$ cat src/rtl/s2d_pkg.sv
// shared constants, types and helper functions for the decimal ascii converter
`default_nettype none

package s2d_pkg;

    // bcd digit layout and double-dabble step size
    localparam int DIGIT_W       = 4;
    localparam int BITS_PER_STEP = 4;

    localparam logic [DIGIT_W-1:0] DABBLE_LIMIT = 4'd5;
    localparam logic [DIGIT_W-1:0] DABBLE_ADJ   = 4'd3;

    // ascii codes
    localparam logic [7:0] CHAR_ZERO  = 8'd48;
    localparam logic [7:0] CHAR_MINUS = 8'd45;

    typedef enum logic [1:0] {
        FRONT_IDLE,
        FRONT_CONV,
        FRONT_PUSH
    } t_front_state;

    // decimal digits needed for any unsigned value of the given width
    function automatic int num_digits(input int width);
        return ((width * 1233) >> 12) + 1;
    endfunction

endpackage

`default_nettype wire

$ cat src/rtl/s2d_fifo.sv
// small register queue between the converter and the character emitter
`default_nettype none

module s2d_fifo #(
    parameter int WIDTH = 8,
    parameter int DEPTH = 2
) (
    input  wire logic             i_clk,
    input  wire logic             i_rst_n,
    input  wire logic             i_push,
    input  wire logic [WIDTH-1:0] i_data,
    output logic                  o_full,
    input  wire logic             i_pop,
    output logic      [WIDTH-1:0] o_data,
    output logic                  o_empty
);

    localparam int PTR_W = (DEPTH > 1) ? $clog2(DEPTH) : 1;
    localparam int CNT_W = $clog2(DEPTH + 1);

    logic [WIDTH-1:0] r_mem [DEPTH];
    logic [PTR_W-1:0] r_wr;
    logic [PTR_W-1:0] r_rd;
    logic [CNT_W-1:0] r_count;
    logic             do_push;
    logic             do_pop;

    assign o_full  = (r_count == CNT_W'(DEPTH));
    assign o_empty = (r_count == '0);
    assign do_push = i_push & ~o_full;
    assign do_pop  = i_pop & ~o_empty;
    assign o_data  = r_mem[r_rd];

    always_ff @(posedge i_clk) begin
        if (!i_rst_n) begin
            r_wr    <= '0;
            r_rd    <= '0;
            r_count <= '0;
        end else begin
            if (do_push) begin
                r_wr <= (r_wr == PTR_W'(DEPTH - 1)) ? '0 : r_wr + PTR_W'(1);
            end
            if (do_pop) begin
                r_rd <= (r_rd == PTR_W'(DEPTH - 1)) ? '0 : r_rd + PTR_W'(1);
            end
            if (do_push && !do_pop) begin
                r_count <= r_count + CNT_W'(1);
            end else if (do_pop && !do_push) begin
                r_count <= r_count - CNT_W'(1);
            end
        end
    end

    always_ff @(posedge i_clk) begin
        if (do_push) begin
            r_mem[r_wr] <= i_data;
        end
    end

endmodule

`default_nettype wire

$ cat src/rtl/s2d_front.sv
// input side: sign split, magnitude and shift-add-3 binary to bcd conversion
`default_nettype none

module s2d_front
    import s2d_pkg::*;
#(
    parameter int VALUE_WIDTH = 64
) (
    input  wire logic        i_clk,
    input  wire logic        i_rst_n,
    input  wire logic        i_valid,
    output logic             o_ready,
    input  wire logic [63:0] i_value,
    output logic             o_push,
    input  wire logic        i_full,
    output logic [1 + $clog2(num_digits(VALUE_WIDTH)) + num_digits(VALUE_WIDTH)*DIGIT_W - 1:0]
                             o_entry
);

    localparam int STEPS = (VALUE_WIDTH + BITS_PER_STEP - 1) / BITS_PER_STEP;
    localparam int MAG_W = STEPS * BITS_PER_STEP;
    localparam int NDIG  = num_digits(VALUE_WIDTH);
    localparam int BCD_W = NDIG * DIGIT_W;
    localparam int IDX_W = $clog2(NDIG);
    localparam int CNT_W = $clog2(STEPS + 1);

    t_front_state r_state;
    t_front_state n_state;

    logic                   r_neg;
    logic [MAG_W-1:0]       r_mag;
    logic [BCD_W-1:0]       r_bcd;
    logic [CNT_W-1:0]       r_cnt;

    logic [VALUE_WIDTH-1:0] raw;
    logic                   raw_neg;
    logic [VALUE_WIDTH-1:0] raw_mag;
    logic [BCD_W-1:0]       bcd_v;
    logic [MAG_W-1:0]       mag_v;
    logic [IDX_W-1:0]       top_idx;
    logic                   accept;

    assign raw     = i_value[VALUE_WIDTH-1:0];
    assign raw_neg = raw[VALUE_WIDTH-1];
    assign raw_mag = raw_neg ? (~raw + VALUE_WIDTH'(1)) : raw;
    assign accept  = i_valid & o_ready;

    // several dabble steps per cycle: add 3 to digits of 5 or more, then shift
    always_comb begin
        bcd_v = r_bcd;
        mag_v = r_mag;
        for (int b = 0; b < BITS_PER_STEP; b++) begin
            for (int d = 0; d < NDIG; d++) begin
                if (bcd_v[d*DIGIT_W +: DIGIT_W] >= DABBLE_LIMIT) begin
                    bcd_v[d*DIGIT_W +: DIGIT_W] = bcd_v[d*DIGIT_W +: DIGIT_W] + DABBLE_ADJ;
                end
            end
            {bcd_v, mag_v} = {bcd_v, mag_v} << 1;
        end
    end

    // highest nonzero digit; zero leaves index 0 so a single '0' goes out
    always_comb begin
        top_idx = '0;
        for (int d = 0; d < NDIG; d++) begin
            if (r_bcd[d*DIGIT_W +: DIGIT_W] != '0) begin
                top_idx = IDX_W'(d);
            end
        end
    end

    assign o_entry = {r_neg, top_idx, r_bcd};

    always_ff @(posedge i_clk) begin
        if (!i_rst_n) begin
            r_state <= FRONT_IDLE;
        end else begin
            r_state <= n_state;
        end
    end

    always_comb begin
        n_state = r_state;
        o_ready = 1'b0;
        o_push  = 1'b0;
        unique case (r_state)
            FRONT_IDLE: begin
                o_ready = 1'b1;
                if (i_valid) begin
                    n_state = FRONT_CONV;
                end
            end
            FRONT_CONV: begin
                if (r_cnt == CNT_W'(1)) begin
                    n_state = FRONT_PUSH;
                end
            end
            FRONT_PUSH: begin
                o_push = ~i_full;
                if (!i_full) begin
                    n_state = FRONT_IDLE;
                end
            end
            default: begin
                n_state = FRONT_IDLE;
            end
        endcase
    end

    always_ff @(posedge i_clk) begin
        if (accept) begin
            r_neg <= raw_neg;
            r_mag <= MAG_W'(raw_mag);
            r_bcd <= '0;
            r_cnt <= CNT_W'(STEPS);
        end else if (r_state == FRONT_CONV) begin
            r_mag <= mag_v;
            r_bcd <= bcd_v;
            r_cnt <= r_cnt - CNT_W'(1);
        end
    end

endmodule

`default_nettype wire

$ cat src/rtl/s2d_back.sv
// output side: emits sign and digits, one character per accepted transfer
`default_nettype none

module s2d_back
    import s2d_pkg::*;
#(
    parameter int VALUE_WIDTH = 64
) (
    input  wire logic       i_clk,
    input  wire logic       i_rst_n,
    input  wire logic       i_empty,
    input  wire logic [1 + $clog2(num_digits(VALUE_WIDTH)) + num_digits(VALUE_WIDTH)*DIGIT_W - 1:0]
                            i_entry,
    output logic            o_pop,
    output logic            o_tvalid,
    input  wire logic       i_tready,
    output logic [7:0]      o_tdata,
    output logic            o_tlast
);

    localparam int NDIG  = num_digits(VALUE_WIDTH);
    localparam int BCD_W = NDIG * DIGIT_W;
    localparam int IDX_W = $clog2(NDIG);

    logic               r_busy;
    logic               r_neg;
    logic [IDX_W-1:0]   r_idx;
    logic [BCD_W-1:0]   r_bcd;

    logic               fire;
    logic               finishing;
    logic               load;
    logic [DIGIT_W-1:0] digit;

    assign fire      = r_busy & i_tready;
    assign finishing = fire & ~r_neg & (r_idx == '0);
    assign load      = ~i_empty & (~r_busy | finishing);
    assign o_pop     = load;

    assign digit    = r_bcd[r_idx*DIGIT_W +: DIGIT_W];
    assign o_tvalid = r_busy;
    assign o_tdata  = r_neg ? CHAR_MINUS : (CHAR_ZERO + {4'b0000, digit});
    assign o_tlast  = ~r_neg & (r_idx == '0);

    always_ff @(posedge i_clk) begin
        if (!i_rst_n) begin
            r_busy <= 1'b0;
        end else if (load) begin
            r_busy <= 1'b1;
        end else if (finishing) begin
            r_busy <= 1'b0;
        end
    end

    always_ff @(posedge i_clk) begin
        if (load) begin
            {r_neg, r_idx, r_bcd} <= i_entry;
        end else if (fire) begin
            if (r_neg) begin
                r_neg <= 1'b0;
            end else begin
                r_idx <= r_idx - IDX_W'(1);
            end
        end
    end

endmodule

`default_nettype wire

$ cat src/rtl/signed_integer_to_decimal_ascii.sv
// top level: signed integer to decimal ascii text, front converter, queue, emitter
// first character: the converter runs its conversion steps, then pushes the entry into
//   the queue (stalling while it is full), and the emitter loads it from the queue
// throughput: one character per cycle while the character stream is ready and the queue
//   holds an entry; up to 20 characters per value at width 64
// reset: synchronous active low, clears the converter state, queue pointers and emitter flag
`default_nettype none

module signed_integer_to_decimal_ascii
    import s2d_pkg::*;
#(
    parameter int VALUE_WIDTH = 64
) (
    input  wire logic        i_clk,
    input  wire logic        i_rst_n,
    // input item stream
    input  wire logic        i_s_axis_tvalid,
    output logic             o_s_axis_tready,
    input  wire logic [63:0] i_s_axis_tdata,   // [63:0] value
    // character stream
    output logic             o_m_axis_tvalid,
    input  wire logic        i_m_axis_tready,
    output logic [7:0]       o_m_axis_tdata,   // [7:0] character
    output logic             o_m_axis_tlast    // last character of the value's text
);

    localparam int NDIG    = num_digits(VALUE_WIDTH);
    localparam int ENTRY_W = 1 + $clog2(NDIG) + NDIG * DIGIT_W;

    // queue entry: sign, index of top digit, bcd digits
    logic               push;
    logic               full;
    logic               pop;
    logic               empty;
    logic [ENTRY_W-1:0] front_entry;
    logic [ENTRY_W-1:0] back_entry;

    // converter: takes a value, splits sign, runs shift-add-3 four bits a cycle
    s2d_front #(
        .VALUE_WIDTH (VALUE_WIDTH)
    ) u_front (
        .i_clk   (i_clk),
        .i_rst_n (i_rst_n),
        .i_valid (i_s_axis_tvalid),
        .o_ready (o_s_axis_tready),
        .i_value (i_s_axis_tdata),
        .o_push  (push),
        .i_full  (full),
        .o_entry (front_entry)
    );

    // two-entry queue so conversion of the next item overlaps emission
    s2d_fifo #(
        .WIDTH (ENTRY_W),
        .DEPTH (2)
    ) u_fifo (
        .i_clk   (i_clk),
        .i_rst_n (i_rst_n),
        .i_push  (push),
        .i_data  (front_entry),
        .o_full  (full),
        .i_pop   (pop),
        .o_data  (back_entry),
        .o_empty (empty)
    );

    // emitter: minus sign if any, then digits from the top nonzero one down
    s2d_back #(
        .VALUE_WIDTH (VALUE_WIDTH)
    ) u_back (
        .i_clk    (i_clk),
        .i_rst_n  (i_rst_n),
        .i_empty  (empty),
        .i_entry  (back_entry),
        .o_pop    (pop),
        .o_tvalid (o_m_axis_tvalid),
        .i_tready (i_m_axis_tready),
        .o_tdata  (o_m_axis_tdata),
        .o_tlast  (o_m_axis_tlast)
    );

endmodule

`default_nettype wire
$ cat config.mk
export PLATFORM = sky130hd
export DESIGN_NAME = signed_integer_to_decimal_ascii
export DESIGN_NICKNAME = d
export VERILOG_FILES = /design/src/rtl/s2d_pkg.sv /design/src/rtl/s2d_fifo.sv /design/src/rtl/s2d_front.sv /design/src/rtl/s2d_back.sv /design/src/rtl/signed_integer_to_decimal_ascii.sv
export SDC_FILE = /design/constraint.sdc
export NUM_CORES = 1
export LEC_CHECK = 0
export ABC_AREA = 1
export BUFFER_PORTS_ARGS = -buffer_cell sky130_fd_sc_hd__buf_2
export CORE_AREA = 2 2 365 186
export CTS_CLUSTER_DIAMETER = 50
export CTS_CLUSTER_SIZE = 24
export DETAILED_ROUTE_END_ITERATION = 7
export DIE_AREA = 0 0 367 188
export SYNTH_ARGS = -nofsm -noshare
export SYNTH_HDL_FRONTEND = slang
export SYNTH_SLANG_ARGS = --single-unit
$ cat constraint.sdc
create_clock -name i_clk -period 6.1 [get_ports i_clk]
set_input_delay 0.305 -clock i_clk [delete_from_list [all_inputs] [get_ports i_clk]]
set_output_delay 0.305 -clock i_clk [all_outputs]
set_load 0.05 [all_outputs]
# == Yosys cells after proc, flatten, opt, wreduce, memory -nomap -nowiden ==
# Memory sizes are Yosys's and may differ from the RTL's. A register that Yosys moved wholly into a read port is not among the register bits.
# Cells that the tools add are included.
# totals
register_bits,243
mem_bits_rw,172
inputBits,68
out_inout_bits,11
elab_cells,360
mem_count,1
# classes
addsub,88
n_lt_le_gt_ge,80
eq_ne,8
n_shift,1
muxes,124
n_bitwise,14
n_reduce_logical,32
# memory_table
memory,words,word_bits,rd,rd_clocked_by_memory_dff,wr,line,text
u_fifo.r_mem,2,86,1,1,1,s2d_fifo.sv:21,logic [WIDTH-1:0] r_mem [DEPTH];
# ops
cell,count
$mux 4,84
$ge 4x3->1 const B,80
$add 4x2->4 const B,76
$mux 64,3
$shiftx 80x8->4,1
$reduce_bool 4->1,19
$add 64x1->64 const B,1
$not 64->64,1
$mux 5,7
$mux 3,8
$mux 2,7
$mux 1,13
$add 3x2->3 const B,4
$sub 5x1->5 const B,2
$and 1x1->1,8
$mux 8,1
$reduce_bool 2->1,4
$add 6x4->7 const A,1
$ne 2x2->1 const B,3
$pmux 2 s3,1
$eq 5x1->1 const B,1
$logic_not 5->1,1
$eq 2x2->1 const B,2
$logic_not 2->1,2
11 further kinds,17

# == Longest topological paths before layout ==
# depth
ltp_word,20
mapped_depth,29
depth_no_buf,29

# == Modules after synthesis ==
# A second synthesis with hierarchy kept.
# hier_totals
cells_unflattened,3175
area_unflattened_um2,25854.8
# modules_own_cells
mod,n_inst,cells_per_inst,area_per_inst_um2,seq_area_each_um2
s2d_front,1,2547,15476.1,3693.5
s2d_fifo,1,306,6651.4,5265.0
s2d_back,1,322,3727.3,2602.5

# == Worst setup path after synthesis ==
# Ideal clock, no wire load.
# synth_timing
kind,register -> register
from,reg u_front.r_state[1]
to,mem u_fifo.r_mem[1][0] (netlist bit) (enable)
setup_ps,532
arrival_time_ps,4395
slack_ps,1172
path_stages_with_launch,5
n_path_buf,0
period_less_slack_ps,4928
path_cell_list,dfxtp_1 inv_1 a211oi_1 inv_1 nor2_1
# synth_via
elab_chain_cells,5
# synth_lines
item,line,text
"start, declared",s2d_front.sv:27,t_front_state r_state;
"start signal, assigned",s2d_front.sv:78,r_state <= n_state;
$eq 2x2->1,s2d_front.sv:86,unique case (r_state)
$mux 1,s2d_front.sv:86,
$and 1x1->1,s2d_fifo.sv:30,assign do_push = i_push & ~o_full;
named net u_fifo.do_push,s2d_fifo.sv:25,logic do_push;
$mux 1,s2d_fifo.sv:55,if (do_push) begin
$mux 1 (implied by the code),s2d_fifo.sv:56,r_mem[r_wr] <= i_data;
"end, declared",s2d_fifo.sv:21,
# The timed path passes the listed nets, and every way through them passes these cells.

# == Worst setup path in the final report ==
# layout_timing
from,reg u_back.r_idx[1]
to,"reg u_back.r_idx[1], data pin"
# layout_via
elab_chain_cells,5
elab_cells_between_ends,8
classes_between,1 x add/sub; 3 x mux; 3 x bitwise; 1 x reduce/logical
# layout_lines
item,line,text
"start, declared",s2d_back.sv:27,logic [IDX_W-1:0] r_idx;
"start signal, assigned",s2d_back.sv:57,"{r_neg, r_idx, r_bcd} <= i_entry;"
"start signal, assigned",s2d_back.sv:62,r_idx <= r_idx - IDX_W'(1);
"parallel branches: the longest is 4 deep, another holds $sub 5x1->5",n/a,
$mux 5 *,s2d_back.sv:56,if (load) begin
# Mark *: on every way between the ends. The select of a mux whose other input is x is not followed.
# A chain may end at the register's enable or synchronous reset.

==> summary.md <==
| Metric | Value |
|---|---|
| Die area | 69,000 µm² |
| Fin util | 42.1% |
| Routed WL | 64,500 µm |
| Post-route cell area | 27,800 µm² |
| Yosys top cell by area | edfxtp_1 |
| Clock Root Buffer | clkbuf_16 |
| N_diodes | 0 |
| CP required | 6.52 ns |
| Async S/R FF share, synth | 0% |
| Hold_sp | i_m_axis_tready |
| Setup Viol. Count Final | 0 |
| Max_cap viols | 0 |
| DP HPWL | 48,000 µm |
| Largest net degree at the start of global routing | 95 |
| H-tree depth | 1 |
| Routed Antenna Nets | 0 |
| Setup tns final | 0 ns |
| Hold crit path type | input port to register |
| Die X | 367 µm |
| GRT Total Usage | 18.5% |
| Post-synthesis sequential area ratio | 45.4% |
| Crit path kind | register to register |
| Worst path slowest cell | buf_4 |
| Warnings, synthesis | 0 |
| Post-DR vias/cell | 4.98 |
| Placed Area | 26,900 µm² |
| Grt ovf | 0 |
| Hold path endpoint | u_back.r_neg |
| Antenna violations before repair | 2 |
| Reg2Reg Depth | 11 |
| First-pass GRT wire length | 104,000 µm |
| CP max FO | 94 |
| Slew Limit Fails | 0 |
| Worst-path clk slew | 0.09 ns |
| Critical Path End Type | register |
| Critical path data arrival time | 4.24 ns |
| Final Hold Fails | 0 |
| Synth unique cells | 55 |
| #FFs+latches synth | 416 |
| Port bufs | 75 |
| Clk_skew | 0.0176 ns |
| Nets@finish | 3,532 |
| Period minus WS final | 3.81 ns |
| CP Cell Sequence | inv_1 > ha_1 > nand2_1 > nor2_1 > inv_1 > nor2_1 > a21boi_0 > a21oi_4 > buf_4 > o211ai_1 > o21ai_1 |
| Mapped Cells | 3,330 |
| Vias in the first global route | 18,800 |
| DRC violation total after the first TritonRoute iteration | 2,140 |
| Syn Area/Cell | 7.65 µm² |
| # hold bufs at CTS | 1 |
| Post-CTS Resized | 0 |
| Die Ht | 188 µm |
| Postcts setup bufs | 0 |
| CP max stage delay | 0.84 ns |
| WL/cell | 15.0 µm |
| Worst Tran Pin Value | 1.18 ns |
| Number of flops mapped to enable cells by yosys | 323 |
| Clock Latency Late Sink | 0.58 ns |
| Most frequent cells in the layout | 1,131 x nand2_1, 408 x inv_1, 323 x edfxtp_1 |
| Starting Density | 38.6% |
| Leading cell type in the layout, fill and taps excluded | nand2_1 |
| Outcome | finished, final reports clean |
| Layout cell share with drive strength beyond 1 | 9.97% |
| Top-area cell type share of the netlist area | 38.1% |
| Max Root-Sink Buffers | 3 |
| Drt pass-1 iters | 5 |
| Num CTS Buffers | 27 |
| Mapped cell area | 25,500 µm² |
| Hold depth | 3 |
| DR DRC count | 0 |
| Sink Count | 416 |
| RR Startpoint | u_back.r_idx[1] |
| Dominant synthesized flop cell | edfxtp_1 |
| Reg-to-Reg End | u_back.r_idx[1] |
| Reg2Reg Setup Slack | 2.29 ns |
| Final Cycle Share | 62.5% |
| Dominant cells by area after synthesis | edfxtp_1 38%, nand2_1 17%, dfxtp_1 7.3%, inv_1 6.0%, nand3_1 5.9% |
| Gpl congestion | 0.947 |
| Startpoint Class | register |
| Synth-to-Final Area Change | 9.29% |
| CTS tree | built |
| Max-slew headroom | 21.6% |
| Num ports | 79 |
| Row count | 67 |
| Via count | 21,400 |
| Core region area | 66,100 µm² |
| Unrepaired setup endpoints after global routing | no |
| F_max | 262 MHz |
-- through the flow --
stage	hold slack [ns]	setup WS, ns	instances
floorplan	0.404	1.17	3331
global placement	0.429	2.49	4245
detailed placement	0.437	2.38	4245
CTS	0.0311	2.35	4296
global route	0.0608	1.88	4296
finish	0.0705	2.29	4296
-- cells by family after synthesis --
logic type | count (synthesis) | synth area share (%)
flops | 416 | 45.4
compound gates | 335 | 7.49
fa+ha+maj | 86 | 4.22
xor+xnor | 53 | 1.82
other cells | 2 | 0.0295
buf+inv | 506 | 7.54
simple gates | 1932 | 33.5
-- sequential cells by signal, summed over array words and instances (netlist names), named ones only --
signal	count
u_back.r_bcd	80
u_back.o_tvalid	1
u_fifo.r_rd	1
u_fifo.r_mem	172
u_fifo.r_count	2
u_front.r_mag	64
u_front.r_bcd	80
u_front.r_neg	1
u_back.r_idx	5
u_front.r_cnt	5
u_front.r_state	2
u_back.r_neg	1
u_fifo.r_wr	1
-- cells in the mapped netlist, types with 53 or more instances --
cell,n
o21ai_0,141
dfxtp_1,93
a21oi_1,64
nand4_1,53
ha_1,86
clkbuf_1,54
nand3_1,299
edfxtp_1,323
nand2_1,1132
nand2_2,102
inv_1,410
nor2_1,218
-- critical path: cells and delay by family (launching register included) --
family	cells	cell delay, ns
AOI/OAI and AO/OA	4	0.66
adders and majority gates	1	0.31
buffers and inverters	3	1.54
DFF	1	0.69
and+or+nand+nor	3	0.35
-- per-layer routing --
layer,vias to the layer above,track usage [%],part of all wire (%)
met1,9776,32.9,58
li1,11000,-,-
met2,552,22.3,34
met5,-,0,0.020
met3,37,3.57,7.2
met4,2,1.73,0.75
-- area by class of cell --
class,count,area (µm²)
fill,6719,38200
multi-input combinational,2409,12000
sequential,416,11600
inverter,431,1620
tap,897,1120
clock buffer,33,728
timing repair buffer,93,538
clock inverter,17,233
-- how the worst max path moves through the flow --
| stage | to | from | cells after the start | slack (ns) |
|---|---|---|---|---|
| finish | u_back.r_idx[1] | u_back.r_idx[1] | 11 | 2.29 |
| global route | u_front.r_bcd[77] | u_front.r_bcd[72] | 29 | 1.88 |
| CTS | u_front.r_bcd[77] | u_front.r_bcd[72] | 29 | 2.35 |
| detailed placement | u_front.r_bcd[78] | u_front.r_bcd[72] | 28 | 2.38 |
| global placement | u_front.r_bcd[78] | u_front.r_bcd[72] | 28 | 2.49 |
| floorplan | u_fifo.r_mem[1][0] | u_front.r_state[1] | 4 | 1.17 |
Power is not shown: default switching activity piles up to over one toggle a cycle in this logic, so the estimate is an artifact.
